<file path="src/hdl/assert_macros.svh">
// Assertion macros shared by the heading turn controller RTL.
// Standalone header: no dependencies.
`ifndef ASSERT_MACROS_SVH
`define ASSERT_MACROS_SVH

// Same-cycle implication, disabled while in reset
`define ASSERT_NOW(label, clk, rst_n, ante, cons) \
    label: assert property (@(posedge clk) disable iff (!rst_n) (ante) |-> (cons)) \
        else $error("assertion failed");

// Next-cycle implication, disabled while in reset
`define ASSERT_NEXT(label, clk, rst_n, ante, cons) \
    label: assert property (@(posedge clk) disable iff (!rst_n) (ante) |=> (cons)) \
        else $error("assertion failed");

`endif

</file>
<file path="src/hdl/htp_pkg.sv">
// Package for the heading turn controller: widths, register codes, payload types.
// No dependencies.
`timescale 1ns / 1ps
`default_nettype none

package htp_pkg;

    // Field widths
    localparam int HEADING_W         = 13;
    localparam int HEADING_FRAC_BITS = 4;
    localparam int GAIN_W            = 24;
    localparam int THR_W             = 8;
    localparam int ERR_W             = 8;
    localparam int POWER_W           = 16;
    localparam int CFG_IDX_W         = 3;
    localparam int CFG_DATA_W        = 24;
    localparam int DEG_W             = HEADING_W - HEADING_FRAC_BITS;

    // One full turn in heading units
    localparam logic [HEADING_W-1:0] FULL_CIRCLE = HEADING_W'(360 << HEADING_FRAC_BITS);
    localparam logic [ERR_W-1:0]     HALF_CIRCLE_DEG = ERR_W'(180);

    // Register indexes
    localparam logic [CFG_IDX_W-1:0] REG_TARGET  = 3'd0;
    localparam logic [CFG_IDX_W-1:0] REG_GAIN_P  = 3'd1;
    localparam logic [CFG_IDX_W-1:0] REG_GAIN_I  = 3'd2;
    localparam logic [CFG_IDX_W-1:0] REG_GAIN_D  = 3'd3;
    localparam logic [CFG_IDX_W-1:0] REG_SETTLE  = 3'd4;

    // Register reset values
    localparam logic [HEADING_W-1:0] RST_TARGET = '0;
    localparam logic [GAIN_W-1:0]    RST_GAIN_P = 24'd25559;
    localparam logic [GAIN_W-1:0]    RST_GAIN_I = 24'd59;
    localparam logic [GAIN_W-1:0]    RST_GAIN_D = 24'd32768;
    localparam logic [THR_W-1:0]     RST_SETTLE = 8'd3;

    typedef logic [HEADING_W-1:0] heading_t;

    typedef struct packed {
        heading_t heading;
    } sample_t;

    typedef struct packed {
        logic signed [POWER_W-1:0] drive_power;
        logic                      turn_clockwise;
        logic                      settled;
        logic [ERR_W-1:0]          heading_error;
    } result_t;

    typedef struct packed {
        logic [CFG_IDX_W-1:0]  index;
        logic [CFG_DATA_W-1:0] value;
    } cfg_wr_t;

    // Error stage result handed to the gain stage
    typedef struct packed {
        logic [ERR_W-1:0]        err;
        logic                    clockwise;
        logic                    settled;
        logic signed [ERR_W:0]   deriv;
    } track_t;

    // Reduce a heading into one turn; inputs stay below two turns
    function automatic heading_t mod_circle(input heading_t v);
        mod_circle = (v >= FULL_CIRCLE) ? v - FULL_CIRCLE : v;
    endfunction

endpackage

`default_nettype wire

</file>
<file path="src/hdl/htp_stream_if.sv">
// Valid/ready channel interface used by every port of the heading turn controller.
// Payload type is supplied by the instantiating scope (see htp_pkg).
`timescale 1ns / 1ps
`default_nettype none

interface htp_stream_if #(
    parameter type payload_t = logic
) ();
    logic     valid;
    logic     ready;
    payload_t data;

    modport source (output valid, output data, input ready);
    modport sink   (input valid, input data, output ready);
endinterface

`default_nettype wire

</file>
<file path="src/hdl/htp_track.sv">
// Error stage: wraparound distance, direction, saturating integral and settle state.
// Depends on htp_pkg and assert_macros.svh.
`timescale 1ns / 1ps
`default_nettype none
`include "assert_macros.svh"

module htp_track #(
    parameter int SUM_WIDTH = 20
) (
    input  wire logic                          clk,
    input  wire logic                          rst_n,
    input  wire logic                          load,
    input  wire htp_pkg::heading_t             heading,
    input  wire htp_pkg::heading_t             target,
    input  wire logic [htp_pkg::THR_W-1:0]     threshold,
    output htp_pkg::track_t                    track,
    output logic [SUM_WIDTH-1:0]               error_sum
);

    htp_pkg::heading_t                 h;
    htp_pkg::heading_t                 cw_full;
    htp_pkg::heading_t                 ccw_full;
    logic [htp_pkg::DEG_W-1:0]         cw_deg;
    logic [htp_pkg::DEG_W-1:0]         ccw_deg;
    logic [htp_pkg::ERR_W-1:0]         err;
    logic                              clockwise;
    logic [SUM_WIDTH:0]                sum_add;
    logic [SUM_WIDTH-1:0]              sum_next;
    logic                              settle_now;
    logic signed [htp_pkg::ERR_W:0]    deriv;

    logic [SUM_WIDTH-1:0]              sum_reg;
    logic [htp_pkg::ERR_W-1:0]         last_reg;
    logic                              finished_reg;
    htp_pkg::track_t                   track_reg;
    logic [SUM_WIDTH-1:0]              sum_out_reg;

    // Distances both ways around the circle, in whole degrees
    always_comb
    begin
        h        = htp_pkg::mod_circle(heading);
        cw_full  = (target >= h) ? target - h : htp_pkg::FULL_CIRCLE - h + target;
        ccw_full = (h >= target) ? h - target : htp_pkg::FULL_CIRCLE + h - target;
        cw_deg   = cw_full[htp_pkg::HEADING_W-1:htp_pkg::HEADING_FRAC_BITS];
        ccw_deg  = ccw_full[htp_pkg::HEADING_W-1:htp_pkg::HEADING_FRAC_BITS];
        // a tie turns counter-clockwise; the shorter side never exceeds 180
        clockwise = (cw_deg < ccw_deg);
        err       = clockwise ? cw_deg[htp_pkg::ERR_W-1:0] : ccw_deg[htp_pkg::ERR_W-1:0];
    end

    // Saturating integral, cleared on zero error or an error larger than the target heading
    always_comb
    begin
        sum_add = {1'b0, sum_reg} + (SUM_WIDTH + 1)'(err);
        sum_next = sum_add[SUM_WIDTH] ? {SUM_WIDTH{1'b1}} : sum_add[SUM_WIDTH-1:0];
        if ((err == '0) ||
            (htp_pkg::HEADING_W'({err, {htp_pkg::HEADING_FRAC_BITS{1'b0}}}) > target))
        begin
            sum_next = '0;
        end
        settle_now = (err < threshold);
        deriv      = $signed({1'b0, err}) - $signed({1'b0, last_reg});
    end

    // Controller state; frozen once the turn has finished
    always_ff @(posedge clk or negedge rst_n)
    begin
        if (!rst_n)
        begin
            sum_reg      <= '0;
            last_reg     <= '0;
            finished_reg <= 1'b0;
        end
        else if (load && !finished_reg)
        begin
            sum_reg  <= sum_next;
            last_reg <= err;
            if (settle_now)
            begin
                finished_reg <= 1'b1;
            end
        end
    end

    // Stage output register
    always_ff @(posedge clk)
    begin
        if (load)
        begin
            track_reg.err       <= err;
            track_reg.clockwise <= clockwise;
            track_reg.settled   <= finished_reg || settle_now;
            track_reg.deriv     <= deriv;
            sum_out_reg         <= sum_next;
        end
    end

    assign track     = track_reg;
    assign error_sum = sum_out_reg;

    `ASSERT_NEXT(a_finished_sticky, clk, rst_n, finished_reg, finished_reg)
    `ASSERT_NEXT(a_state_frozen, clk, rst_n, finished_reg,
                 $stable(sum_reg) && $stable(last_reg))
    `ASSERT_NEXT(a_zero_err_clears, clk, rst_n, load && !finished_reg && (err == '0),
                 sum_reg == '0)

endmodule

`default_nettype wire

</file>
<file path="src/hdl/heading_turn_pid_core.sv">
// Heading turn PID controller, top level: config registers, pipeline, gain products.
// Depends on htp_pkg, htp_stream_if, htp_track and assert_macros.svh.
// Registers from sample accept to result valid: input, error, product, output.
// Throughput: one sample per cycle while no result waits; the sample-to-sample state loop closes in the error stage.
// Ready chains back combinationally; a waiting result stalls only the full stages behind it.
// Reset: integral, last error and finished flag cleared; registers take their defaults.
`timescale 1ns / 1ps
`default_nettype none
`include "assert_macros.svh"

module heading_turn_pid_core #(
    parameter int SUM_WIDTH = 20
) (
    input  wire logic   clk,
    input  wire logic   rst_n,
    htp_stream_if.sink   sample,
    htp_stream_if.source result,
    htp_stream_if.sink   cfg
);

    localparam int RAW_W  = SUM_WIDTH + 27;
    localparam int PP_P_W = htp_pkg::ERR_W + htp_pkg::GAIN_W;
    localparam int PP_I_W = SUM_WIDTH + htp_pkg::GAIN_W;
    localparam int PP_D_W = htp_pkg::ERR_W + 1 + htp_pkg::GAIN_W + 1;
    localparam int Q_W    = RAW_W - 8;

    // Configuration registers
    htp_pkg::heading_t               target_reg;
    logic [htp_pkg::GAIN_W-1:0]      gain_p_reg;
    logic [htp_pkg::GAIN_W-1:0]      gain_i_reg;
    logic [htp_pkg::GAIN_W-1:0]      gain_d_reg;
    logic [htp_pkg::THR_W-1:0]       thr_reg;

    // Pipeline control
    logic in_valid_reg;
    logic s1_valid_reg;
    logic s2_valid_reg;
    logic out_valid_reg;
    logic adv0;
    logic adv1;
    logic adv2;
    logic adv3;

    // Pipeline payload
    htp_pkg::heading_t               heading_reg;
    htp_pkg::track_t                 s1;
    logic [SUM_WIDTH-1:0]            s1_sum;
    logic [PP_P_W-1:0]               pp_p_reg;
    logic [PP_I_W-1:0]               pp_i_reg;
    logic signed [PP_D_W-1:0]        pp_d_reg;
    logic signed [PP_D_W-1:0]        pp_d_next;
    logic [htp_pkg::ERR_W-1:0]       s2_err_reg;
    logic                            s2_cw_reg;
    logic                            s2_settled_reg;
    htp_pkg::result_t                out_reg;

    logic signed [RAW_W-1:0]         raw;
    logic signed [Q_W-1:0]           q;
    logic [Q_W-16:0]                 q_hi;
    logic signed [htp_pkg::POWER_W-1:0] power_next;

    // Config writes are always taken
    assign cfg.ready = 1'b1;

    always_ff @(posedge clk or negedge rst_n)
    begin
        if (!rst_n)
        begin
            target_reg <= htp_pkg::RST_TARGET;
            gain_p_reg <= htp_pkg::RST_GAIN_P;
            gain_i_reg <= htp_pkg::RST_GAIN_I;
            gain_d_reg <= htp_pkg::RST_GAIN_D;
            thr_reg    <= htp_pkg::RST_SETTLE;
        end
        else if (cfg.valid)
        begin
            unique case (cfg.data.index)
                htp_pkg::REG_TARGET:
                    target_reg <= htp_pkg::mod_circle(cfg.data.value[htp_pkg::HEADING_W-1:0]);
                htp_pkg::REG_GAIN_P: gain_p_reg <= cfg.data.value;
                htp_pkg::REG_GAIN_I: gain_i_reg <= cfg.data.value;
                htp_pkg::REG_GAIN_D: gain_d_reg <= cfg.data.value;
                htp_pkg::REG_SETTLE: thr_reg    <= cfg.data.value[htp_pkg::THR_W-1:0];
                default: ;
            endcase
        end
    end

    // Each stage moves when the next one is empty or moving
    assign adv3 = !out_valid_reg || result.ready;
    assign adv2 = !s2_valid_reg || adv3;
    assign adv1 = !s1_valid_reg || adv2;
    assign adv0 = !in_valid_reg || adv1;
    assign sample.ready = adv0;

    always_ff @(posedge clk or negedge rst_n)
    begin
        if (!rst_n)
        begin
            in_valid_reg  <= 1'b0;
            s1_valid_reg  <= 1'b0;
            s2_valid_reg  <= 1'b0;
            out_valid_reg <= 1'b0;
        end
        else
        begin
            if (adv0)
            begin
                in_valid_reg <= sample.valid;
            end
            if (adv1)
            begin
                s1_valid_reg <= in_valid_reg;
            end
            if (adv2)
            begin
                s2_valid_reg <= s1_valid_reg;
            end
            if (adv3)
            begin
                out_valid_reg <= s2_valid_reg;
            end
        end
    end

    // Input register
    always_ff @(posedge clk)
    begin
        if (adv0 && sample.valid)
        begin
            heading_reg <= sample.data.heading;
        end
    end

    // Error and integral stage
    htp_track #(
        .SUM_WIDTH (SUM_WIDTH)
    ) u_track (
        .clk       (clk),
        .rst_n     (rst_n),
        .load      (in_valid_reg && adv1),
        .heading   (heading_reg),
        .target    (target_reg),
        .threshold (thr_reg),
        .track     (s1),
        .error_sum (s1_sum)
    );

    // Gain products, one multiplier per term
    assign pp_d_next = s1.deriv * $signed({1'b0, gain_d_reg});

    always_ff @(posedge clk)
    begin
        if (adv2 && s1_valid_reg)
        begin
            pp_p_reg       <= s1.err * gain_p_reg;
            pp_i_reg       <= s1_sum * gain_i_reg;
            pp_d_reg       <= pp_d_next;
            s2_err_reg     <= s1.err;
            s2_cw_reg      <= s1.clockwise;
            s2_settled_reg <= s1.settled;
        end
    end

    // Sum of terms, floor divide by 256, saturate to the power range; zero power once settled
    always_comb
    begin
        raw = $signed({{(RAW_W - PP_P_W){1'b0}}, pp_p_reg})
            + $signed({{(RAW_W - PP_I_W){1'b0}}, pp_i_reg})
            + $signed({{(RAW_W - PP_D_W){pp_d_reg[PP_D_W-1]}}, pp_d_reg});
        q    = raw[RAW_W-1:8];
        q_hi = q[Q_W-1:15];
        if ((&q_hi) || !(|q_hi))
        begin
            power_next = q[htp_pkg::POWER_W-1:0];
        end
        else if (q[Q_W-1])
        begin
            power_next = 16'sh8000;
        end
        else
        begin
            power_next = 16'sh7FFF;
        end
        if (s2_settled_reg)
        begin
            power_next = '0;
        end
    end

    // Output register
    always_ff @(posedge clk)
    begin
        if (adv3 && s2_valid_reg)
        begin
            out_reg.drive_power    <= power_next;
            out_reg.turn_clockwise <= s2_cw_reg;
            out_reg.settled        <= s2_settled_reg;
            out_reg.heading_error  <= s2_err_reg;
        end
    end

    assign result.valid = out_valid_reg;
    assign result.data  = out_reg;

    `ASSERT_NOW(a_settled_no_power, clk, rst_n, out_valid_reg && out_reg.settled,
                out_reg.drive_power == '0)
    `ASSERT_NOW(a_err_half_turn, clk, rst_n, out_valid_reg,
                out_reg.heading_error <= htp_pkg::HALF_CIRCLE_DEG)
    `ASSERT_NOW(a_cw_short_side, clk, rst_n, out_valid_reg && out_reg.turn_clockwise,
                out_reg.heading_error < htp_pkg::HALF_CIRCLE_DEG)

endmodule

`default_nettype wire

</file>
<file path="src/flat_wrapper.sv">
// flat-port wrapper written by rule: the top's interface ports become plain ports
module heading_turn_pid_core_flat 
#(
    parameter int SUM_WIDTH = 20
)
  (clk, rst_n, sample_valid, sample_data, sample_ready, result_valid, result_data, result_ready, cfg_valid, cfg_data, cfg_ready);
  htp_stream_if #(.payload_t(htp_pkg::sample_t)) sample_i ();
  htp_stream_if #(.payload_t(htp_pkg::result_t)) result_i ();
  htp_stream_if #(.payload_t(htp_pkg::cfg_wr_t)) cfg_i ();
  input  wire logic clk;
  input  wire logic rst_n;
  input wire logic [$bits(sample_i.valid)-1:0] sample_valid;
  input wire logic [$bits(sample_i.data)-1:0] sample_data;
  output wire logic [$bits(sample_i.ready)-1:0] sample_ready;
  output wire logic [$bits(result_i.valid)-1:0] result_valid;
  output wire logic [$bits(result_i.data)-1:0] result_data;
  input wire logic [$bits(result_i.ready)-1:0] result_ready;
  input wire logic [$bits(cfg_i.valid)-1:0] cfg_valid;
  input wire logic [$bits(cfg_i.data)-1:0] cfg_data;
  output wire logic [$bits(cfg_i.ready)-1:0] cfg_ready;
  assign sample_i.valid = sample_valid;
  assign sample_i.data = sample_data;
  assign sample_ready = sample_i.ready;
  assign result_valid = result_i.valid;
  assign result_data = result_i.data;
  assign result_i.ready = result_ready;
  assign cfg_i.valid = cfg_valid;
  assign cfg_i.data = cfg_data;
  assign cfg_ready = cfg_i.ready;
  heading_turn_pid_core #(.SUM_WIDTH(SUM_WIDTH)) u_core (.clk(clk), .rst_n(rst_n), .sample(sample_i), .result(result_i), .cfg(cfg_i));
endmodule
</file>
<file path="config.mk">
export PLATFORM = sky130hd
export DESIGN_NAME = heading_turn_pid_core_flat
export DESIGN_NICKNAME = d
export VERILOG_FILES = /design/src/hdl/htp_pkg.sv /design/src/hdl/htp_stream_if.sv /design/src/hdl/htp_track.sv /design/src/hdl/heading_turn_pid_core.sv /design/src/flat_wrapper.sv
export VERILOG_INCLUDE_DIRS = /design/src /design/src/hdl
export SDC_FILE = /design/constraint.sdc
export NUM_CORES = 2
export LEC_CHECK = 0
export BUFFER_PORTS_ARGS = -buffer_cell sky130_fd_sc_hd__buf_2
export CORE_MARGIN = 5
export CORE_UTILIZATION = 40
export DETAILED_ROUTE_END_ITERATION = 12
export PLACE_DENSITY = 0.61
export SYNTH_ARGS = -nofsm -noshare
export SYNTH_HDL_FRONTEND = slang
export SYNTH_HIERARCHICAL = 1
export SYNTH_SLANG_ARGS = --single-unit
</file>
<file path="constraint.sdc">
create_clock -name clk -period 12.51 [get_ports clk]
set_clock_uncertainty 0.15 [all_clocks]
set_input_delay 0.6255 -clock clk [delete_from_list [all_inputs] [get_ports clk]]
set_output_delay 0.6255 -clock clk [all_outputs]
set_load 0.02 [all_outputs]
</file>
---- Word level (Yosys, flattened, before mapping) ----
Index checks and enable logic that the tools add are counted.
operators by class
  add/sub/neg operators ................... 12
  multiply operators ...................... 3
  divide/modulo/power cells ............... 0
  magnitude comparators ................... 7
  equal/unequal tests ..................... 4
  shifts and indexed selects .............. 0
  mux-type cells .......................... 9
  bitwise gates (word level) .............. 0
  reductions and logical operators ........ 28
operators by type and width
  cell                                         number
  2-to-1 mux 13 bit                            4
  adder 46 x 34 -> 47 bit                      1
  adder 32 x 44 -> 45 bit                      1
  multiplier 20 x 24 -> 44 bit                 1
  2-to-1 mux 20 bit                            2
  subtractor 13 bit                            3
  multiplier 9 x 25 -> 34 bit                  1
  multiplier 8 x 24 -> 32 bit                  1
  2-to-1 mux 16 bit                            2
  >= comparator 13 bit                         2
  >= comparator 13 bit, second input constant  2
  subtractor 13 bit, second input constant     2
  AND reduction 24 bit                         1
  OR reduction 24 bit                          1
  adder 20 x 8 -> 21 bit                       1
  adder 13 bit                                 1
  adder 13 bit, first input constant           1
  > comparator 12 x 13 -> 1 bit                1
  subtractor 13 bit, first input constant      1
  AND reduction 2 bit                          6
  < comparator 9 bit                           1
  subtractor 8 x 8 -> 9 bit                    1
  logical NOT 8 bit                            1
  < comparator 8 bit                           1
  8 further kinds                              24
storage, ports and cells
  register bits ........................... 324
  bits in latches ......................... 0
  RAM bits ................................ 0
  memory bits (read-only) ................. 0
  input bits .............................. 45
  output and inout bits ................... 29
  logic and storage cells ................. 91
  memories kept ........................... 0

---- Logic depth before layout (Yosys ltp) ----
  depth in word-level cells ............... 10
  depth in mapped cells ................... 40
  gate-level depth less buffers ........... 38

---- Hierarchy ----
Netlist, hierarchy kept.
modules (own cells, without submodules)
  module                 instances  cells each  area each (sq um)  sequential area each (sq um)
  heading_turn_pid_core  1          4275        41099.4            7224.4
  htp_track              1          832         7508.5             1896.8

---- Least setup slack after synthesis ----
No wires, ideal clock.
  path type ............................... register to register
  from .................................... reg u_core.heading_reg[6]
  to ...................................... reg u_core.u_track.sum_reg[17]
  library setup time ...................... 0.074 ns
  arrival ................................. 7.977 ns
  data required time ...................... 12.286 ns
  setup slack ............................. 4.309 ns
  cell stages (with the launch flop) ...... 39
  buffers on the path ..................... 2
  clock period less this slack ............ 8.201 ns
  path through ............................ edfxtp_1 -> inv_1 -> nand4_1 -> or4_1 -> nor4_1 -> o31a_1 -> nor2_1 -> a21oi_1 -> inv_1 -> ha_1 -> inv_1 -> fa_1 -> nor2b_1 -> a221oi_1 -> nand4b_1 -> mux2_2 -> mux2i_1 -> inv_1 -> [3 not listed] -> a21oi_1 -> o21ai_0 -> and4bb_1 -> buf_6 -> nor2_1 -> a21oi_1 -> inv_1 -> ha_1 -> a21o_1 -> a21o_1 -> a2111oi_0 -> nor3_1 -> or2_2 -> clkbuf_1 -> and3_1 -> and3_1 -> or3_1 -> o21ai_2
on the way
  cells in the longest elaborated chain, start to end .. 10
  elaborated cells on any way between the ends .. 21
  those cells by class .................... 8 x add/sub; 5 x order compare; 6 x mux; 2 x reduce/logical
RTL lines
  what                                                       line                              source
  from (decl)                                                heading_turn_pid_core.sv:45       htp_pkg::heading_t heading_reg;
  from (signal assigned)                                     heading_turn_pid_core.sv:131      heading_reg <= sample.data.heading;
  subtractor 13 bit or >= comparator 13 bit (tied branches)  htp_pkg.sv:65                     mod_circle = (v >= FULL_CIRCLE) ? v - FULL_CIRCLE : v;
  2-to-1 mux 13 bit *                                        htp_pkg.sv:65
  subtractor 13 bit or adder 13 bit (tied branches)          htp_track.sv:42, htp_track.sv:43
  adder 13 bit or subtractor 13 bit (tied branches)          htp_track.sv:42, htp_track.sv:43
  2-to-1 mux 13 bit (on tied branches)                       htp_track.sv:42, htp_track.sv:43
  < comparator 9 bit *                                       htp_track.sv:47                   clockwise = (cw_deg < ccw_deg);
  net u_core.u_track.clockwise                               htp_track.sv:26                   logic clockwise;
  2-to-1 mux 8 bit *                                         htp_track.sv:48                   err = clockwise ? cw_deg[htp_pkg::ERR_W-1:0] : ccw_deg[htp_pkg::ERR_W-1:0];
  net u_core.u_track.err, one bit                            htp_track.sv:25                   logic [htp_pkg::ERR_W-1:0] err;
  adder 20 x 8 -> 21 bit (tied with other cells)             htp_track.sv:54                   sum_add = {1'b0, sum_reg} + (SUM_WIDTH + 1)'(err);
  2-to-1 mux 20 bit or logical OR 1 bit (tied branches)      htp_track.sv:55, htp_track.sv:56
  2-to-1 mux 20 bit *                                        htp_track.sv:56                   if ((err == '0) ||
  to (signal assigned)                                       htp_track.sv:76                   sum_reg <= sum_next;
  to (decl)                                                  htp_track.sv:32                   logic [SUM_WIDTH-1:0] sum_reg;
Mark *: on every way through the listed nets, which the timed path passes. The rest lies on a longest branch.
A chain may end at the register's enable or synchronous reset.

---- Final worst setup path ----
  from .................................... reg u_core.heading_reg[5]
  to ...................................... reg u_core.u_track.sum_reg[8]
on the way
  cells in the longest elaborated chain, start to end .. 10
  elaborated cells on any way between the ends .. 21
  those cells by class .................... 8 x add/sub; 5 x order compare; 6 x mux; 2 x reduce/logical
RTL lines
  what                                                       line
  subtractor 13 bit or >= comparator 13 bit (tied branches)  htp_pkg.sv:65
  2-to-1 mux 13 bit *                                        htp_pkg.sv:65
  subtractor 13 bit or adder 13 bit (tied branches)          htp_track.sv:42, htp_track.sv:43
  adder 13 bit or subtractor 13 bit (tied branches)          htp_track.sv:42, htp_track.sv:43
  2-to-1 mux 13 bit (on tied branches)                       htp_track.sv:42, htp_track.sv:43
  < comparator 9 bit                                         htp_track.sv:47
  2-to-1 mux 8 bit *                                         htp_track.sv:48
  net u_core.u_track.err, one bit                            htp_track.sv:25
  adder 20 x 8 -> 21 bit (tied with other cells)             htp_track.sv:54
  2-to-1 mux 20 bit or logical OR 1 bit (tied branches)      htp_track.sv:55, htp_track.sv:56
  2-to-1 mux 20 bit *                                        htp_track.sv:56
Marks and branches as above.

==> results.ini <==
[setup_path]
max_stage_delay_ns = 0.74
critPathKind = reg2reg
r2r-start = u_core/heading_reg[5]$_DFFE_PP_
worst_setup_path_start_kind = flip-flop
r2r_end = u_core/u_track/sum_reg[8]$_DFFE_PN0P_
crit_slowest_cell = and4bb_1
reg2reg_slack_ns = 2.54
setup.worst_path.end = u_core/u_track/sum_reg[8]$_DFFE_PN0P_
worstPathRequired_ns = 12.80
arrival_ns = 10.27
r2r_cells = 31
crit_path_end_kind = flip-flop
critical_path.startpoint = u_core/heading_reg[5]$_DFFE_PP_
crit_fanout = 39

[routing]
wirelength_um = 133000
drt_first_pass_iters = 6
drt_iter0_markers = 2400
drc = 0
ant_nets = 0
vias = 35300
via_per_inst = 5.28
wl_per_cell_um = 19.9

[status]
outcome = finished, final reports clean

[placement]
io_buffers = 72
finalWeightedCongestion = 0.901
dp_hpwl_um = 104000
placed_area_sq_um = 50500

[synthesis]
synth_edf_count = 198
synth-seq-cells = 324
synth.cell_area_sq_um = 48600
syn-num-nets = 6312
syn_area_per_cell_sq_um = 9.52
async_reset_ff_frac = 0.389
syn_inst = 5107
ys.flop_type = edfxtp_1
yosysWarningCount = 6
ys_types = 103
ys_seq_area_frac = 0.188

[clock_network]
cts_resized = 0
clock_latency_ns = 0.58
path_clk_slew_ns = 0.06
clk_path_buf_depth = 3
cts_num_sinks = 324
cts_tree = done
cts_made_buffers = 41
htree_num_levels = 2
clock-root-buffer = clkbuf_16

[die]
boundaryPins = 74
core-area_sq_um = 120000
initial_core_util = 0.404
die_w_um = 359
die_height_um = 359
die-area_sq_um = 129000
num_rows = 127

[job]
drv_cap = 0

[sta]
fin_crit_sh = 0.797
layout_min_cycle_time_ns = 9.97
fmax_ghz = 0.100
setup_viol = 0
rsz0062_at_grt = no
maxSlewViolCount = 0
final-hold-violation-count = 0
slew_headroom = 0.169
tightest_slew_ns = 1.25
tns_ns = 0

[final_layout]
final_nets = 6256
utilization = 0.431
largest_register_ff_count = 44
drive_above_1_share = 0.0734
stdcell_area_sq_um = 51900
syn2layout_area_growth_pct = 6.67

[grt]
grt_pass1_vias = 37000
grt_use_total = 0.210
grt-ovfl-total = 0
grt_max_degree = 69
antenna_found_initial = 4
grt_pass1_wl_um = 211000

[min_path]
holdCritPathClass = in2reg
hp-start = sample_data[4]

logic make-up (layout without fill, tap and decap cells):
logic type	Yosys count	in the layout	share of synthesized area
fa+ha+maj	1160	1160	0.406
flops	324	324	0.188
mux	113	113	0.0258
other cells	1	3	0.0000771
compound gates	713	713	0.100
xor+xnor	224	224	0.0404
buf+inv	1064	1040	0.0835
simple gates	1508	1508	0.156
through the flow:
step                      hold WS, ns  setup slack [ns]  cells
after global placement          0.253              2.71   6619
after detailed placement        0.255              2.59   6619
after CTS                      0.0346              2.55   6695
after floorplan                 0.180              4.31   5107
after global routing           0.0472              1.77   6695
final                          0.0675              2.54   6697
critical path: cells and delay by family (launching register included):
family	cells	cell delay, ns
AO/OA/AOI/OAI	12	2.98
XOR/XNOR	2	0.35
multiplexers	2	0.70
adder cells (fa/ha/maj)	4	1.43
buffers and inverters	5	1.21
flip-flops	1	0.44
AND/OR/NAND/NOR	6	2.54
worst min path at each step:
stage,to,slack (ns),cells past startpoint
5_1_grt,u_core/heading_reg[5]$_DFFE_PP_,0.05,1
3_5_place_dp,u_core/result.data[0]$_DFFE_PP_,0.26,0
3_3_place_gp,u_core/result.data[0]$_DFFE_PP_,0.25,0
4_1_cts,u_core/heading_reg[4]$_DFFE_PP_,0.03,1
6_report,u_core/heading_reg[4]$_DFFE_PP_,0.07,1
2_1_floorplan,u_core/gain_d_reg[0]$_DFFE_PN0P_,0.18,0
per-layer routing:
layer / track usage / vias to the layer above / routed length [um]
met3: 0.0318 / 186 / 7830
met5: 0 / - / 0
met1: 0.285 / 17800 / 59100
met4: 0.0554 / 0 / 3650
li1: - / 16300 / -
met2: 0.352 / 993 / 62400
cell usage after synthesis (17+ instances only):
cell | n | area [sq um]
o21a_1 | 48 | 360
fa_1 | 698 | 14000
nor2_1 | 150 | 563
and3_1 | 31 | 194
edfxtp_1 | 198 | 5950
and2_1 | 433 | 2710
nor3_1 | 38 | 190
nand4_1 | 30 | 188
nand2_1 | 597 | 2240
nand3_1 | 61 | 305
clkbuf_1 | 201 | 754
mux2_2 | 90 | 1010
a211oi_1 | 25 | 188
a21oi_1 | 197 | 986
xor2_1 | 79 | 692
o21ai_2 | 17 | 149
mux2i_1 | 21 | 210
nand2b_1 | 47 | 294
inv_1 | 838 | 3150
dfrtp_1 | 108 | 2700
a31oi_1 | 26 | 163
o21bai_1 | 30 | 225
o21ai_0 | 103 | 515
xnor2_1 | 145 | 1270
nor2b_1 | 38 | 238
dfstp_2 | 18 | 473
ha_1 | 462 | 5780
a21o_1 | 94 | 706
area by class of cell:
class,instances,area [sq um]
fillers,11700,68400
multi-input cells,3719,35500
flip-flops and latches,324,9120
inverters,838,3150
well taps,1612,2020
clock buffers,54,1180
repair buffers,127,782
clock inverters,21,130
diodes,2,5.00
cells in the final DEF, fill, tap and decap left out, types with 47 or more instances in the layout:
| master | count |
|---|---|
| nand3_1 | 61 |
| mux2_2 | 90 |
| nand2b_1 | 47 |
| xnor2_1 | 145 |
| dfrtp_1 | 108 |
| fa_1 | 698 |
| a21o_1 | 94 |
| buf_2 | 71 |
| ha_1 | 462 |
| a21oi_1 | 197 |
| xor2_1 | 79 |
| buf_4 | 54 |
| and2_1 | 431 |
| edfxtp_1 | 198 |
| o21ai_0 | 103 |
| nor2_1 | 149 |
| o21a_1 | 48 |
| inv_1 | 838 |
| nand2_1 | 597 |
repair_timing:
action	CTS	global route
endpoints found under the hold margin	57	0
buffers inserted	0	0
hold buffers	1	0
Power is not shown: default switching activity piles up to over one toggle a cycle in this logic, so the estimate is an artifact.
